`src/rtl/irtd_pkg.sv`:
```
`default_nettype none

package irtd_pkg;

  localparam int unsigned FrameBitsDefault = 32;
  localparam int unsigned QueueDepth       = 2;

  localparam int unsigned CfgIdxW  = 3;
  localparam int unsigned CfgDataW = 16;

  localparam logic [15:0] LeaderLowReset    = 16'd120;
  localparam logic [15:0] LeaderHighReset   = 16'd140;
  localparam logic [15:0] BitThresholdReset = 16'd15;
  localparam logic [7:0]  CodeUpReset       = 8'h18;
  localparam logic [7:0]  CodeDownReset     = 8'h4A;
  localparam logic [7:0]  CodeOkReset       = 8'h38;
  localparam logic [7:0]  CodeModeReset     = 8'h68;

  localparam int unsigned NumDigits = 6;
  localparam logic [2:0]  LastPos   = 3'd5;

  typedef enum logic [CfgIdxW-1:0] {
    CFG_LEADER_LOW    = 3'd0,
    CFG_LEADER_HIGH   = 3'd1,
    CFG_BIT_THRESHOLD = 3'd2,
    CFG_CODE_UP       = 3'd3,
    CFG_CODE_DOWN     = 3'd4,
    CFG_CODE_OK       = 3'd5,
    CFG_CODE_MODE     = 3'd6
  } cfg_idx_e;

  typedef struct packed {
    logic [15:0] leader_low;
    logic [15:0] leader_high;
    logic [15:0] bit_threshold;
    logic [7:0]  code_up;
    logic [7:0]  code_down;
    logic [7:0]  code_ok;
    logic [7:0]  code_mode;
  } cfg_t;

  typedef struct packed {
    logic       frame_done;
    logic [7:0] command;
    logic [4:0] hours;
    logic [5:0] minutes;
    logic [5:0] seconds;
  } cmd_item_t;

endpackage

`default_nettype wire

```
`src/rtl/irtd_front.sv`:
```
`default_nettype none

module irtd_front #(
  parameter int unsigned FRAME_BITS = irtd_pkg::FrameBitsDefault
) (
  input  logic                clk_i,
  input  logic                rst_ni,
  input  irtd_pkg::cfg_t      cfg_i,
  input  logic                in_valid_i,
  output logic                in_ready_o,
  input  logic [15:0]         edge_time_i,
  input  logic [4:0]          now_hours_i,
  input  logic [5:0]          now_minutes_i,
  input  logic [5:0]          now_seconds_i,
  input  logic                full_i,
  output logic                push_o,
  output irtd_pkg::cmd_item_t item_o
);
  import irtd_pkg::*;

  localparam int unsigned CntW = $clog2(FRAME_BITS + 1);

  logic [15:0]           prev_q;
  logic [FRAME_BITS-1:0] frame_q;
  logic [CntW-1:0]       cnt_q;

  logic [15:0]           period;
  logic                  is_leader;
  logic                  is_one;
  logic                  is_zero;
  logic                  shift;
  logic [FRAME_BITS-1:0] frame_shifted;
  logic [31:0]           frame_ext;

  assign in_ready_o = !full_i;
  assign push_o     = in_valid_i && !full_i;

  assign period    = edge_time_i - prev_q;
  assign is_leader = (period < cfg_i.leader_high) && (period > cfg_i.leader_low);
  assign is_one    = period > cfg_i.bit_threshold;
  assign is_zero   = period < cfg_i.bit_threshold;
  assign shift     = !is_leader && (cnt_q < CntW'(FRAME_BITS)) && (is_one || is_zero);

  // MSB first: after the last bit the frame sits aligned at bit 0
  assign frame_shifted = {frame_q[FRAME_BITS-2:0], is_one};
  assign frame_ext     = 32'(frame_shifted);

  always_comb begin
    item_o.frame_done = shift && (cnt_q == CntW'(FRAME_BITS - 1));
    item_o.command    = frame_ext[15:8];
    item_o.hours      = now_hours_i;
    item_o.minutes    = now_minutes_i;
    item_o.seconds    = now_seconds_i;
  end

  always_ff @(posedge clk_i or negedge rst_ni) begin
    if (!rst_ni) begin
      prev_q  <= '0;
      frame_q <= '0;
      cnt_q   <= '0;
    end else if (push_o) begin
      prev_q <= edge_time_i;
      if (is_leader) begin
        frame_q <= '0;
        cnt_q   <= '0;
      end else if (shift) begin
        frame_q <= frame_shifted;
        cnt_q   <= cnt_q + 1'b1;
      end
    end
  end

endmodule

`default_nettype wire

```
`src/rtl/irtd_queue.sv`:
```
`default_nettype none

module irtd_queue (
  input  logic                clk_i,
  input  logic                rst_ni,
  input  logic                push_i,
  input  irtd_pkg::cmd_item_t data_i,
  output logic                full_o,
  input  logic                pop_i,
  output logic                empty_o,
  output irtd_pkg::cmd_item_t data_o
);
  import irtd_pkg::*;

  localparam int unsigned PtrW = (QueueDepth > 1) ? $clog2(QueueDepth) : 1;
  localparam int unsigned CntW = $clog2(QueueDepth + 1);

  cmd_item_t       mem_q [QueueDepth];
  logic [PtrW-1:0] wr_ptr_q;
  logic [PtrW-1:0] rd_ptr_q;
  logic [CntW-1:0] count_q;

  assign full_o  = (count_q == CntW'(QueueDepth));
  assign empty_o = (count_q == '0);
  assign data_o  = mem_q[rd_ptr_q];

  always_ff @(posedge clk_i) begin
    if (push_i) begin
      mem_q[wr_ptr_q] <= data_i;
    end
  end

  always_ff @(posedge clk_i or negedge rst_ni) begin
    if (!rst_ni) begin
      wr_ptr_q <= '0;
      rd_ptr_q <= '0;
      count_q  <= '0;
    end else begin
      if (push_i) begin
        wr_ptr_q <= (wr_ptr_q == PtrW'(QueueDepth - 1)) ? '0 : wr_ptr_q + 1'b1;
      end
      if (pop_i) begin
        rd_ptr_q <= (rd_ptr_q == PtrW'(QueueDepth - 1)) ? '0 : rd_ptr_q + 1'b1;
      end
      if (push_i && !pop_i) begin
        count_q <= count_q + 1'b1;
      end else if (pop_i && !push_i) begin
        count_q <= count_q - 1'b1;
      end
    end
  end

  a_no_overflow: assert property (@(posedge clk_i) disable iff (!rst_ni)
    full_o && !pop_i |-> !push_i)
    else $error("queue push while full");

  a_no_underflow: assert property (@(posedge clk_i) disable iff (!rst_ni)
    empty_o |-> !pop_i)
    else $error("queue pop while empty");

  a_count_bound: assert property (@(posedge clk_i) disable iff (!rst_ni)
    count_q <= CntW'(QueueDepth))
    else $error("queue count out of range");

endmodule

`default_nettype wire

```
`src/rtl/irtd_back.sv`:
```
`default_nettype none

module irtd_back (
  input  logic                clk_i,
  input  logic                rst_ni,
  input  irtd_pkg::cfg_t      cfg_i,
  input  logic                empty_i,
  input  irtd_pkg::cmd_item_t item_i,
  output logic                pop_o,
  output logic                out_valid_o,
  input  logic                out_ready_i,
  output logic                frame_done_o,
  output logic [7:0]          command_code_o,
  output logic                setting_active_o,
  output logic [2:0]          edit_position_o,
  output logic [23:0]         digits_packed_o,
  output logic                commit_strobe_o,
  output logic [4:0]          commit_hours_o,
  output logic [5:0]          commit_minutes_o,
  output logic [5:0]          commit_seconds_o
);
  import irtd_pkg::*;

  function automatic logic [3:0] tens_of(input logic [5:0] v);
    logic [9:0] p;
    p = 10'(v) * 10'd13;
    return {1'b0, p[9:7]};
  endfunction

  function automatic logic [3:0] units_of(input logic [5:0] v);
    logic [3:0] t;
    logic [5:0] tt;
    t  = tens_of(v);
    tt = 6'({t, 3'b000}) + 6'({t, 1'b0});
    return 4'(v - tt);
  endfunction

  function automatic logic [7:0] join_digits(input logic [3:0] t, input logic [3:0] u);
    return 8'({t, 3'b000}) + 8'({t, 1'b0}) + 8'(u);
  endfunction

  logic                          setting_q, setting_d;
  logic [2:0]                    pos_q, pos_d;
  logic [NumDigits-1:0][3:0]     dig_q, dig_d;
  logic [7:0]                    last_q, last_d;

  logic                          out_valid_q;
  logic                          out_done_q;
  logic                          out_commit_q;
  logic [4:0]                    out_ch_q;
  logic [5:0]                    out_cm_q;
  logic [5:0]                    out_cs_q;

  logic                          commit;
  logic [4:0]                    ch;
  logic [5:0]                    cm;
  logic [5:0]                    cs;
  logic [3:0]                    cur;
  logic [3:0]                    maxv;
  logic [4:0]                    inc;
  logic [3:0]                    dec;
  logic [7:0]                    jh, jm, js;

  assign pop_o = !empty_i && (!out_valid_q || out_ready_i);

  assign cur  = dig_q[pos_q];
  assign inc  = 5'(cur) + 5'd1;
  assign dec  = cur - 4'd1;
  assign jh   = join_digits(dig_q[5], dig_q[4]);
  assign jm   = join_digits(dig_q[3], dig_q[2]);
  assign js   = join_digits(dig_q[1], dig_q[0]);

  always_comb begin
    if (pos_q == LastPos) begin
      maxv = (dig_q[4] <= 4'd4) ? 4'd2 : 4'd1;
    end else if (pos_q == 3'd1 || pos_q == 3'd3) begin
      maxv = 4'd5;
    end else begin
      maxv = 4'd9;
    end
  end

  always_comb begin
    setting_d = setting_q;
    pos_d     = pos_q;
    dig_d     = dig_q;
    last_d    = last_q;
    commit    = 1'b0;
    ch        = '0;
    cm        = '0;
    cs        = '0;
    if (item_i.frame_done) begin
      last_d = item_i.command;
      if (item_i.command == cfg_i.code_mode) begin
        setting_d = !setting_q;
        if (!setting_q) begin
          dig_d[0] = units_of(item_i.seconds);
          dig_d[1] = tens_of(item_i.seconds);
          dig_d[2] = units_of(item_i.minutes);
          dig_d[3] = tens_of(item_i.minutes);
          dig_d[4] = units_of(6'(item_i.hours));
          dig_d[5] = tens_of(6'(item_i.hours));
          pos_d    = '0;
        end
      end else if (item_i.command == cfg_i.code_up) begin
        if (setting_q && pos_q <= LastPos) begin
          dig_d[pos_q] = (inc > 5'(maxv)) ? 4'd0 : inc[3:0];
        end
      end else if (item_i.command == cfg_i.code_down) begin
        if (setting_q && pos_q <= LastPos) begin
          // a digit still above the limit after the step wraps to zero
          dig_d[pos_q] = (cur == 4'd0) ? maxv : ((dec > maxv) ? 4'd0 : dec);
        end
      end else if (item_i.command == cfg_i.code_ok) begin
        if (setting_q) begin
          if (pos_q == LastPos || pos_q == LastPos + 3'd1) begin
            pos_d     = '0;
            setting_d = 1'b0;
            commit    = 1'b1;
            ch        = (jh > 8'd31) ? 5'd31 : jh[4:0];
            cm        = (jm > 8'd63) ? 6'd63 : jm[5:0];
            cs        = (js > 8'd63) ? 6'd63 : js[5:0];
          end else begin
            pos_d = pos_q + 3'd1;
          end
        end
      end
    end
  end

  always_ff @(posedge clk_i or negedge rst_ni) begin
    if (!rst_ni) begin
      setting_q   <= 1'b0;
      pos_q       <= '0;
      dig_q       <= '0;
      last_q      <= '0;
      out_valid_q <= 1'b0;
    end else begin
      if (pop_o) begin
        setting_q   <= setting_d;
        pos_q       <= pos_d;
        dig_q       <= dig_d;
        last_q      <= last_d;
        out_valid_q <= 1'b1;
      end else if (out_ready_i) begin
        out_valid_q <= 1'b0;
      end
    end
  end

  always_ff @(posedge clk_i) begin
    if (pop_o) begin
      out_done_q   <= item_i.frame_done;
      out_commit_q <= commit;
      out_ch_q     <= ch;
      out_cm_q     <= cm;
      out_cs_q     <= cs;
    end
  end

  assign out_valid_o      = out_valid_q;
  assign frame_done_o     = out_done_q;
  assign command_code_o   = last_q;
  assign setting_active_o = setting_q;
  assign edit_position_o  = pos_q;
  assign digits_packed_o  = dig_q;
  assign commit_strobe_o  = out_commit_q;
  assign commit_hours_o   = out_ch_q;
  assign commit_minutes_o = out_cm_q;
  assign commit_seconds_o = out_cs_q;

  a_commit_leaves_setting: assert property (@(posedge clk_i) disable iff (!rst_ni)
    out_valid_q && out_commit_q |-> out_done_q && !setting_q && pos_q == '0)
    else $error("commit without leaving setting mode");

  a_pos_range: assert property (@(posedge clk_i) disable iff (!rst_ni)
    pos_q <= LastPos)
    else $error("edit position out of range");

  a_edit_needs_frame: assert property (@(posedge clk_i) disable iff (!rst_ni)
    pop_o && !item_i.frame_done |=> $stable(dig_q) && $stable(setting_q))
    else $error("editor changed without a completed frame");

endmodule

`default_nettype wire

```
`src/rtl/ir_remote_time_setting_decoder_unit.sv`:
```
// Each input is held in a queue entry, and its result is then registered in the output register.
// Throughput: one item per cycle; the front stalls only when the 2-entry queue is full.
// A stalled output register holds its result while the queue keeps filling.
// Reset (rst_ni low, asynchronous): config registers to defaults, decoder and editor state
// to zero, queue and output register empty.
`default_nettype none

module ir_remote_time_setting_decoder_unit #(
  parameter int unsigned FRAME_BITS = irtd_pkg::FrameBitsDefault
) (
  input  logic                          clk_i,
  input  logic                          rst_ni,
  input  logic                          cfg_we_i,
  input  logic [irtd_pkg::CfgIdxW-1:0]  cfg_idx_i,
  input  logic [irtd_pkg::CfgDataW-1:0] cfg_data_i,
  input  logic                          in_valid_i,
  output logic                          in_ready_o,
  input  logic [15:0]                   edge_time_i,
  input  logic [4:0]                    now_hours_i,
  input  logic [5:0]                    now_minutes_i,
  input  logic [5:0]                    now_seconds_i,
  output logic                          out_valid_o,
  input  logic                          out_ready_i,
  output logic                          frame_done_o,
  output logic [7:0]                    command_code_o,
  output logic                          setting_active_o,
  output logic [2:0]                    edit_position_o,
  output logic [23:0]                   digits_packed_o,
  output logic                          commit_strobe_o,
  output logic [4:0]                    commit_hours_o,
  output logic [5:0]                    commit_minutes_o,
  output logic [5:0]                    commit_seconds_o
);
  import irtd_pkg::*;

  cfg_t      cfg_q;
  cmd_item_t push_item;
  cmd_item_t pop_item;
  logic      push;
  logic      pop;
  logic      full;
  logic      empty;

  always_ff @(posedge clk_i or negedge rst_ni) begin
    if (!rst_ni) begin
      cfg_q.leader_low    <= LeaderLowReset;
      cfg_q.leader_high   <= LeaderHighReset;
      cfg_q.bit_threshold <= BitThresholdReset;
      cfg_q.code_up       <= CodeUpReset;
      cfg_q.code_down     <= CodeDownReset;
      cfg_q.code_ok       <= CodeOkReset;
      cfg_q.code_mode     <= CodeModeReset;
    end else if (cfg_we_i) begin
      case (cfg_idx_e'(cfg_idx_i))
        CFG_LEADER_LOW:    cfg_q.leader_low    <= cfg_data_i;
        CFG_LEADER_HIGH:   cfg_q.leader_high   <= cfg_data_i;
        CFG_BIT_THRESHOLD: cfg_q.bit_threshold <= cfg_data_i;
        CFG_CODE_UP:       cfg_q.code_up       <= cfg_data_i[7:0];
        CFG_CODE_DOWN:     cfg_q.code_down     <= cfg_data_i[7:0];
        CFG_CODE_OK:       cfg_q.code_ok       <= cfg_data_i[7:0];
        CFG_CODE_MODE:     cfg_q.code_mode     <= cfg_data_i[7:0];
        default: ;
      endcase
    end
  end

  irtd_front #(
    .FRAME_BITS (FRAME_BITS)
  ) u_front (
    .clk_i         (clk_i),
    .rst_ni        (rst_ni),
    .cfg_i         (cfg_q),
    .in_valid_i    (in_valid_i),
    .in_ready_o    (in_ready_o),
    .edge_time_i   (edge_time_i),
    .now_hours_i   (now_hours_i),
    .now_minutes_i (now_minutes_i),
    .now_seconds_i (now_seconds_i),
    .full_i        (full),
    .push_o        (push),
    .item_o        (push_item)
  );

  irtd_queue u_queue (
    .clk_i   (clk_i),
    .rst_ni  (rst_ni),
    .push_i  (push),
    .data_i  (push_item),
    .full_o  (full),
    .pop_i   (pop),
    .empty_o (empty),
    .data_o  (pop_item)
  );

  irtd_back u_back (
    .clk_i            (clk_i),
    .rst_ni           (rst_ni),
    .cfg_i            (cfg_q),
    .empty_i          (empty),
    .item_i           (pop_item),
    .pop_o            (pop),
    .out_valid_o      (out_valid_o),
    .out_ready_i      (out_ready_i),
    .frame_done_o     (frame_done_o),
    .command_code_o   (command_code_o),
    .setting_active_o (setting_active_o),
    .edit_position_o  (edit_position_o),
    .digits_packed_o  (digits_packed_o),
    .commit_strobe_o  (commit_strobe_o),
    .commit_hours_o   (commit_hours_o),
    .commit_minutes_o (commit_minutes_o),
    .commit_seconds_o (commit_seconds_o)
  );

endmodule

`default_nettype wire

```
`config.mk`:
```
export PLATFORM = sky130hd
export DESIGN_NAME = ir_remote_time_setting_decoder_unit
export DESIGN_NICKNAME = d
export VERILOG_FILES = /design/src/rtl/irtd_pkg.sv /design/src/rtl/irtd_front.sv /design/src/rtl/irtd_queue.sv /design/src/rtl/irtd_back.sv /design/src/rtl/ir_remote_time_setting_decoder_unit.sv
export SDC_FILE = /design/constraint.sdc
export NUM_CORES = 1
export LEC_CHECK = 0
export BUFFER_PORTS_ARGS = -buffer_cell sky130_fd_sc_hd__buf_2
export CELL_PAD_IN_SITES_DETAIL_PLACEMENT = 1
export CELL_PAD_IN_SITES_GLOBAL_PLACEMENT = 2
export CORE_MARGIN = 8
export CORE_UTILIZATION = 44
export DETAILED_ROUTE_END_ITERATION = 8
export GPL_ROUTABILITY_DRIVEN = 0
export PLACE_DENSITY = 0.93
export SETUP_SLACK_MARGIN = 0.4
export SLEW_MARGIN = 20
export SYNTH_ARGS = -nofsm -noshare
export SYNTH_HDL_FRONTEND = slang
export SYNTH_SLANG_ARGS = --single-unit
```
`constraint.sdc`:
```
create_clock -name clk_i -period 11.6 [get_ports clk_i]
set_clock_uncertainty 0.2 [all_clocks]
set_input_delay 2.32 -clock clk_i [delete_from_list [all_inputs] [get_ports clk_i]]
set_output_delay 2.32 -clock clk_i [all_outputs]
set_load 0.01 [all_outputs]
```
## Yosys cells after proc, flatten, opt, wreduce, memory -nomap -nowiden

Memories as Yosys holds them, arrays and structs flattened.
Cells that the tools add are included.

| cells by class | value |
|---|---|
| add/subtract/negate cells | 21 |
| $mul | 3 |
| divide/modulo/power cells | 0 |
| $lt $le $gt $ge | 14 |
| equality and inequality tests | 19 |
| shift operators | 0 |
| mux-type cells | 47 |
| bitwise gates (word level) | 4 |
| reduce and logical (&&, ||, !) cells | 45 |

Operator list:

| operator | count |
|---|---|
| $mux 24 | 6 |
| $bwmux 24 | 2 |
| $eq 8x8->1 | 4 |
| $gt 16x16->1 | 2 |
| $lt 16x16->1 | 2 |
| $mux 15 | 2 |
| $mux 4 | 7 |
| $add 7x5->8 | 3 |
| $add 8x4->8 | 3 |
| $mux 6 | 4 |
| $mux 3 | 7 |
| $mul 6x4->10 const B | 2 |
| $reduce_and 2->1 | 9 |
| $gt 8x6->1 const B | 2 |
| $sub 16x16->16 | 1 |
| $eq 3x3->1 const B | 5 |
| $mux 1 | 13 |
| $bmux 4 s3 | 1 |
| $demux 4 s3 | 1 |
| $reduce_bool 2->1 | 6 |
| $sub 4x4->4 | 3 |
| $logic_and 1x1->1 | 10 |
| $reduce_and 5->1 | 2 |
| $eq 3x2->1 const B | 3 |
| other kinds (35) | 53 |

| word-level totals | value |
|---|---|
| flip-flop bits (word level) | 177 |
| bits in latches | 0 |
| memory bits (writable) | 52 |
| bits in read-only memories | 0 |
| input bits | 57 |
| output and inout bits | 57 |
| word-level logic and storage cells | 182 |
| memories kept | 1 |

Memories:

| name | words | width | rd ports | clocked after Yosys merged registers in | write ports | RTL line | source |
|---|---|---|---|---|---|---|---|
| u_queue.mem_q | 2 | 26 | 1 | 0 | 1 | irtd_queue.sv:18 | `cmd_item_t mem_q [QueueDepth];` |

## Depth between registers and ports, before layout

| depth | value |
|---|---|
| depth after elaboration | 12 |
| mapped depth | 21 |
| gate-level depth less buffers | 20 |

## Hierarchy

From an unflattened synthesis, not the netlist that was laid out.

| unflattened totals | value |
|---|---|
| cells, all modules | 1213 |
| area total of the unflattened synthesis | 14002.2 um^2 |

Modules (own cells, without submodules):

| module | times used | cells an instance | area an instance (um^2) | sequential area each (um^2) |
|---|---|---|---|---|
| irtd_back | 1 | 522 | 5247.5 | 1496.4 |
| irtd_front | 1 | 417 | 3508.4 | 925.9 |
| ir_remote_time_setting_decoder_unit | 1 | 177 | 3083.0 | 2029.4 |
| irtd_queue | 1 | 97 | 2163.3 | 1661.6 |

## Worst setup path before layout

OpenSTA, ideal clock, no wires.

| timing path | value |
|---|---|
| path type | input to register |
| from | input edge_time_i[0] |
| to | register u_front.frame_q[14] |
| library setup time | 66 ps |
| arrival | 6368 ps |
| required time | 11334 ps |
| slack | 4966 ps |
| stages on the path | 20 |
| path buffers | 1 |
| path through | inv_1 -> ha_1 -> fa_1 -> nor2b_1 -> o21ai_0 -> a21boi_0 -> o211ai_1 -> a31oi_1 -> a21o_1 -> a21oi_1 -> xnor2_1 -> ha_1 -> and3_1 -> nand4_1 -> or4_1 -> a31oi_1 -> nand2b_1 -> o21a_1 -> clkbuf_1 -> a22o_1 |

| on the way | value |
|---|---|
| cells in the longest elaborated chain, start to end | 8 |
| elaborated cells on any way between the ends | 13 |
| classes of those cells | add/sub: 1; order compare: 4; mux: 1; reduce/logical: 7 |

Ends and longest elaborated chain:

| element | RTL line | source |
|---|---|---|
| from (decl) | ir_remote_time_setting_decoder_unit.sv:18 | `input logic [15:0] edge_time_i,` |
| $sub 16x16->16 * | irtd_front.sv:38 | `assign period = edge_time_i - prev_q;` |
| $lt 16x16->1 / $gt 16x16->1 (equally long branches) | irtd_front.sv:39 | `assign is_leader = (period < cfg_i.leader_high) && (period > cfg_i.leader_low);` |
| $logic_and 1x1->1 | irtd_front.sv:39 |  |
| $logic_not 1->1 | irtd_front.sv:42 | `assign shift = !is_leader && (cnt_q < CntW'(FRAME_BITS)) && (is_one \|\| is_zero);` |
| $logic_and 1x1->1 (2 in a row) | irtd_front.sv:42 |  |
| $reduce_bool 2->1 (no source line) | n/a |  |
| $reduce_and 2->1 (no source line) | n/a |  |
| to (signal assigned) | irtd_front.sv:67 | `frame_q <= frame_shifted;` |
| to (decl) | irtd_front.sv:24 | `logic [FRAME_BITS-1:0] frame_q;` |

Every way passes the cells marked *; elsewhere a longest branch is shown, timed or not.
A chain may end at the register's enable or synchronous reset.

## Worst setup path in the final report

Same ends and word-level chain as after synthesis.

==> impl_metrics.json <==
{
  "grt_use_total_pct": 20.3,
  "ant_nets": 0,
  "cts_setup_buffers": 0,
  "synth-edff-count": 71,
  "cts_buffer_depth": 3,
  "vdd_ir_drop_max_v": 0.000133,
  "holdCritPathClass": "reg2reg",
  "drv_cap": 0,
  "setup_violations": 0,
  "post_drt_via_cell_ratio": 5.55,
  "status": "finished, final reports clean",
  "slew_headroom_pct": 31.7,
  "grt_max_degree": 87,
  "htree_levels": 1,
  "ys.flop_type": "dfrtp_1",
  "ys_seq_elements": 229,
  "fin_tns_setup_ns": 0,
  "cts_tree": "built",
  "critPathCaptureType": "register",
  "whs_ns": 0.275,
  "slew_viol_final": 0,
  "clk_pin_slew_worst_paths_ns": 0.06,
  "dieArea_mm2": 0.0368,
  "cts-root-buf": "clkbuf_16",
  "place.port_buffers": 113,
  "grt.overflow.total": 0,
  "fp.dieW_um": 192,
  "postSynthCellCount": 1244,
  "drc": 0,
  "core_mm2": 0.0305,
  "swShare_pct": 42.6,
  "switchingPower_w": 0.00193,
  "pwr-share-comb_pct": 54.5,
  "final_common_cell": "ha_1",
  "synth.avg_cell_area_um2": 11.0,
  "rsz0062_at_grt": "no",
  "dr.pass1.iters": 5,
  "dieHeight_um": 192,
  "postSynthNetCount": 1457,
  "worst_pin_slew_ns": 1.02,
  "drive_gt1_share_pct": 19.7,
  "yosysSeqAreaShare_pct": 44.9,
  "hold_viol_final": 0,
  "crit_type": "in2reg",
  "cts_sinks": 229,
  "startpoint_type": "primary input",
  "p_leak_nw": 7.17,
  "first_global_vias": 10819,
  "numCtsBuffers": 27,
  "fmax_mhz": 141,
  "crit_arrival_ns": 7.33,
  "antenna_found_initial": 1,
  "insertion_delay_ns": 0.53,
  "ios": 114,
  "num_vias": 9863,
  "grt_pass1_wl_um": 59900,
  "rows": 64,
  "diodes": 0,
  "start_util_pct": 44.7,
  "wirelength_um": 37300,
  "synth_cell_types": 81,
  "yosysWarnings": 0,
  "min_period_ns": 7.07,
  "wl_per_cell_um": 21.0,
  "mostFrequentLayoutCells": "144 x ha_1, 135 x dfrtp_1, 124 x inv_1, 112 x buf_2, 108 x nand2_1",
  "synth_area_mm2": 0.0136,
  "finalCritPeriodShare_pct": 60.9,
  "power_density_mw_per_mm2": 292,
  "area_growth_pct": 13.8,
  "finalNetCount": 1574,
  "holdBufCountCts": 0,
  "post_cts_resized": 0,
  "critPathMaxFanout": 16,
  "power.internal_w": 0.00260,
  "sequentialPowerShare_pct": 26.9,
  "clkPwrFrac_pct": 18.7,
  "dr.first_iter.drc_count": 469,
  "synth_async_sr_flop_share_pct": 69.0,
  "hpwl_um": 27600,
  "crit_required_ns": 11.86
}
## path summary, 6_finish.rpt
check	from	to	slack, ns	depth (start not counted)
worst max-delay path	edge_time_i[0]	u_front.frame_q[14]$_DFFE_PN0P_	4.53	20
worst min-delay path	u_back.command_code_o[1]$_DFFE_PN0P_	u_back.command_code_o[1]$_DFFE_PN0P_	0.28	2
worst max register to register	u_front.prev_q[0]$_DFFE_PN0P_	u_front.frame_q[14]$_DFFE_PN0P_	6.07	18
worst min register to register	u_back.command_code_o[1]$_DFFE_PN0P_	u_back.command_code_o[1]$_DFFE_PN0P_	0.28	2
max in group asynchronous	rst_ni	u_back.command_code_o[1]$_DFFE_PN0P_	8.03	2
min in group asynchronous	rst_ni	cfg_q[59]$_DFFE_PN0P_	1.62	1
## through the flow
stage	instance area (um2)	util, %	total power [W]	instances	setup WS (ns)
6_report	15500	50.8	0.00453	1777	4.53
3_3_place_gp	14600	47.9	0.00353	1728	4.41
3_5_place_dp	14600	47.9	0.00367	1728	4.06
2_1_floorplan	13600	-	0.00295	1244	4.97
4_1_cts	15500	50.8	0.00456	1777	4.60
5_1_grt	15500	50.8	0.00487	1777	4.07
## flip-flops by register name (all words and copies together) (netlist names)
signal and cells:
cfg_q 80, u_queue.mem_q 52, u_back.digits_packed_o 24, u_front.prev_q 16, u_front.frame_q 15, u_back.command_code_o 8
u_back.commit_minutes_o 6, u_back.commit_seconds_o 6, u_front.cnt_q 6, u_back.commit_hours_o 5, u_back.edit_position_o 3, u_queue.count_q 2
u_back.commit_strobe_o 1, u_back.frame_done_o 1, u_back.out_valid_o 1, u_back.setting_active_o 1, u_queue.rd_ptr_q 1, u_queue.wr_ptr_q 1
## cells in the mapped netlist (all sizes together) (24+ instances only)
master  count  share of area (%)
dfrtp     136                 25
mux2i      30                2.8
inv       124                3.4
ha        144                 13
nor2       43                1.2
o21ai     103                3.8
o21a       28                1.5
a21oi      43                1.6
nand3      24                1.0
edfxtp     71                 16
nand2     108                3.0
mux2       45                3.7
xnor2      54                3.5
## metal layers
metal,share of wire (%),GRT usage (%),vias up
li1,-,-,4673
met1,44,25.7,4959
met2,50,36.1,170
met3,3.3,2.52,59
met4,2.2,4.94,2
met5,0.035,0,-
## worst max-delay path, stage by stage
cell	delay (ns)
buf_2	0.07
inv_1	0.04
ha_1	0.22
fa_1	0.42
nor2b_1	0.14
o21ai_0	0.11
a21boi_0	0.52
o211ai_1	0.24
a31oi_1	0.26
a21o_1	0.15
a21oi_1	0.07
xnor2_1	0.19
ha_1	0.33
and3_1	0.18
nand4_1	0.13
or4_1	0.56
a31oi_1	0.34
nand2b_1	0.25
o21a_1	0.52
a22o_1	0.25
## final cells by class
type	count	area (um2)
Clock buffer	41	813
Clock inverter	8	67.6
Fill cell	3320	15000
Inverter	124	465
Multi-Input combinational cell	859	6920
Sequential cell	229	6110
Tap cell	396	495
Timing Repair Buffer	120	624
## power groups by stage
stage	Clock [W]	Sequential [W]	Combinational [W]
after floorplan	0	0.00120	0.00176
after global placement	0	0.00122	0.00231
after detailed placement	0	0.00123	0.00244
after CTS	0.000864	0.00122	0.00248
after global routing	0.000895	0.00124	0.00274
final	0.000845	0.00122	0.00247
## cell families (layout without fill, tap and decap cells)
group | after synthesis | count (layout) | synth area share, %
multiplexers | 77 | 77 | 6.86
buffers and inverters | 156 | 293 | 4.55
XOR/XNOR | 77 | 77 | 5.16
adder cells (fa/ha/maj) | 156 | 156 | 15.0
AO/OA/AOI/OAI | 280 | 280 | 13.4
flip-flops | 229 | 229 | 44.9
AND/OR/NAND/NOR | 269 | 269 | 10.2
Note: power is estimated with default switching activity, not from simulation.
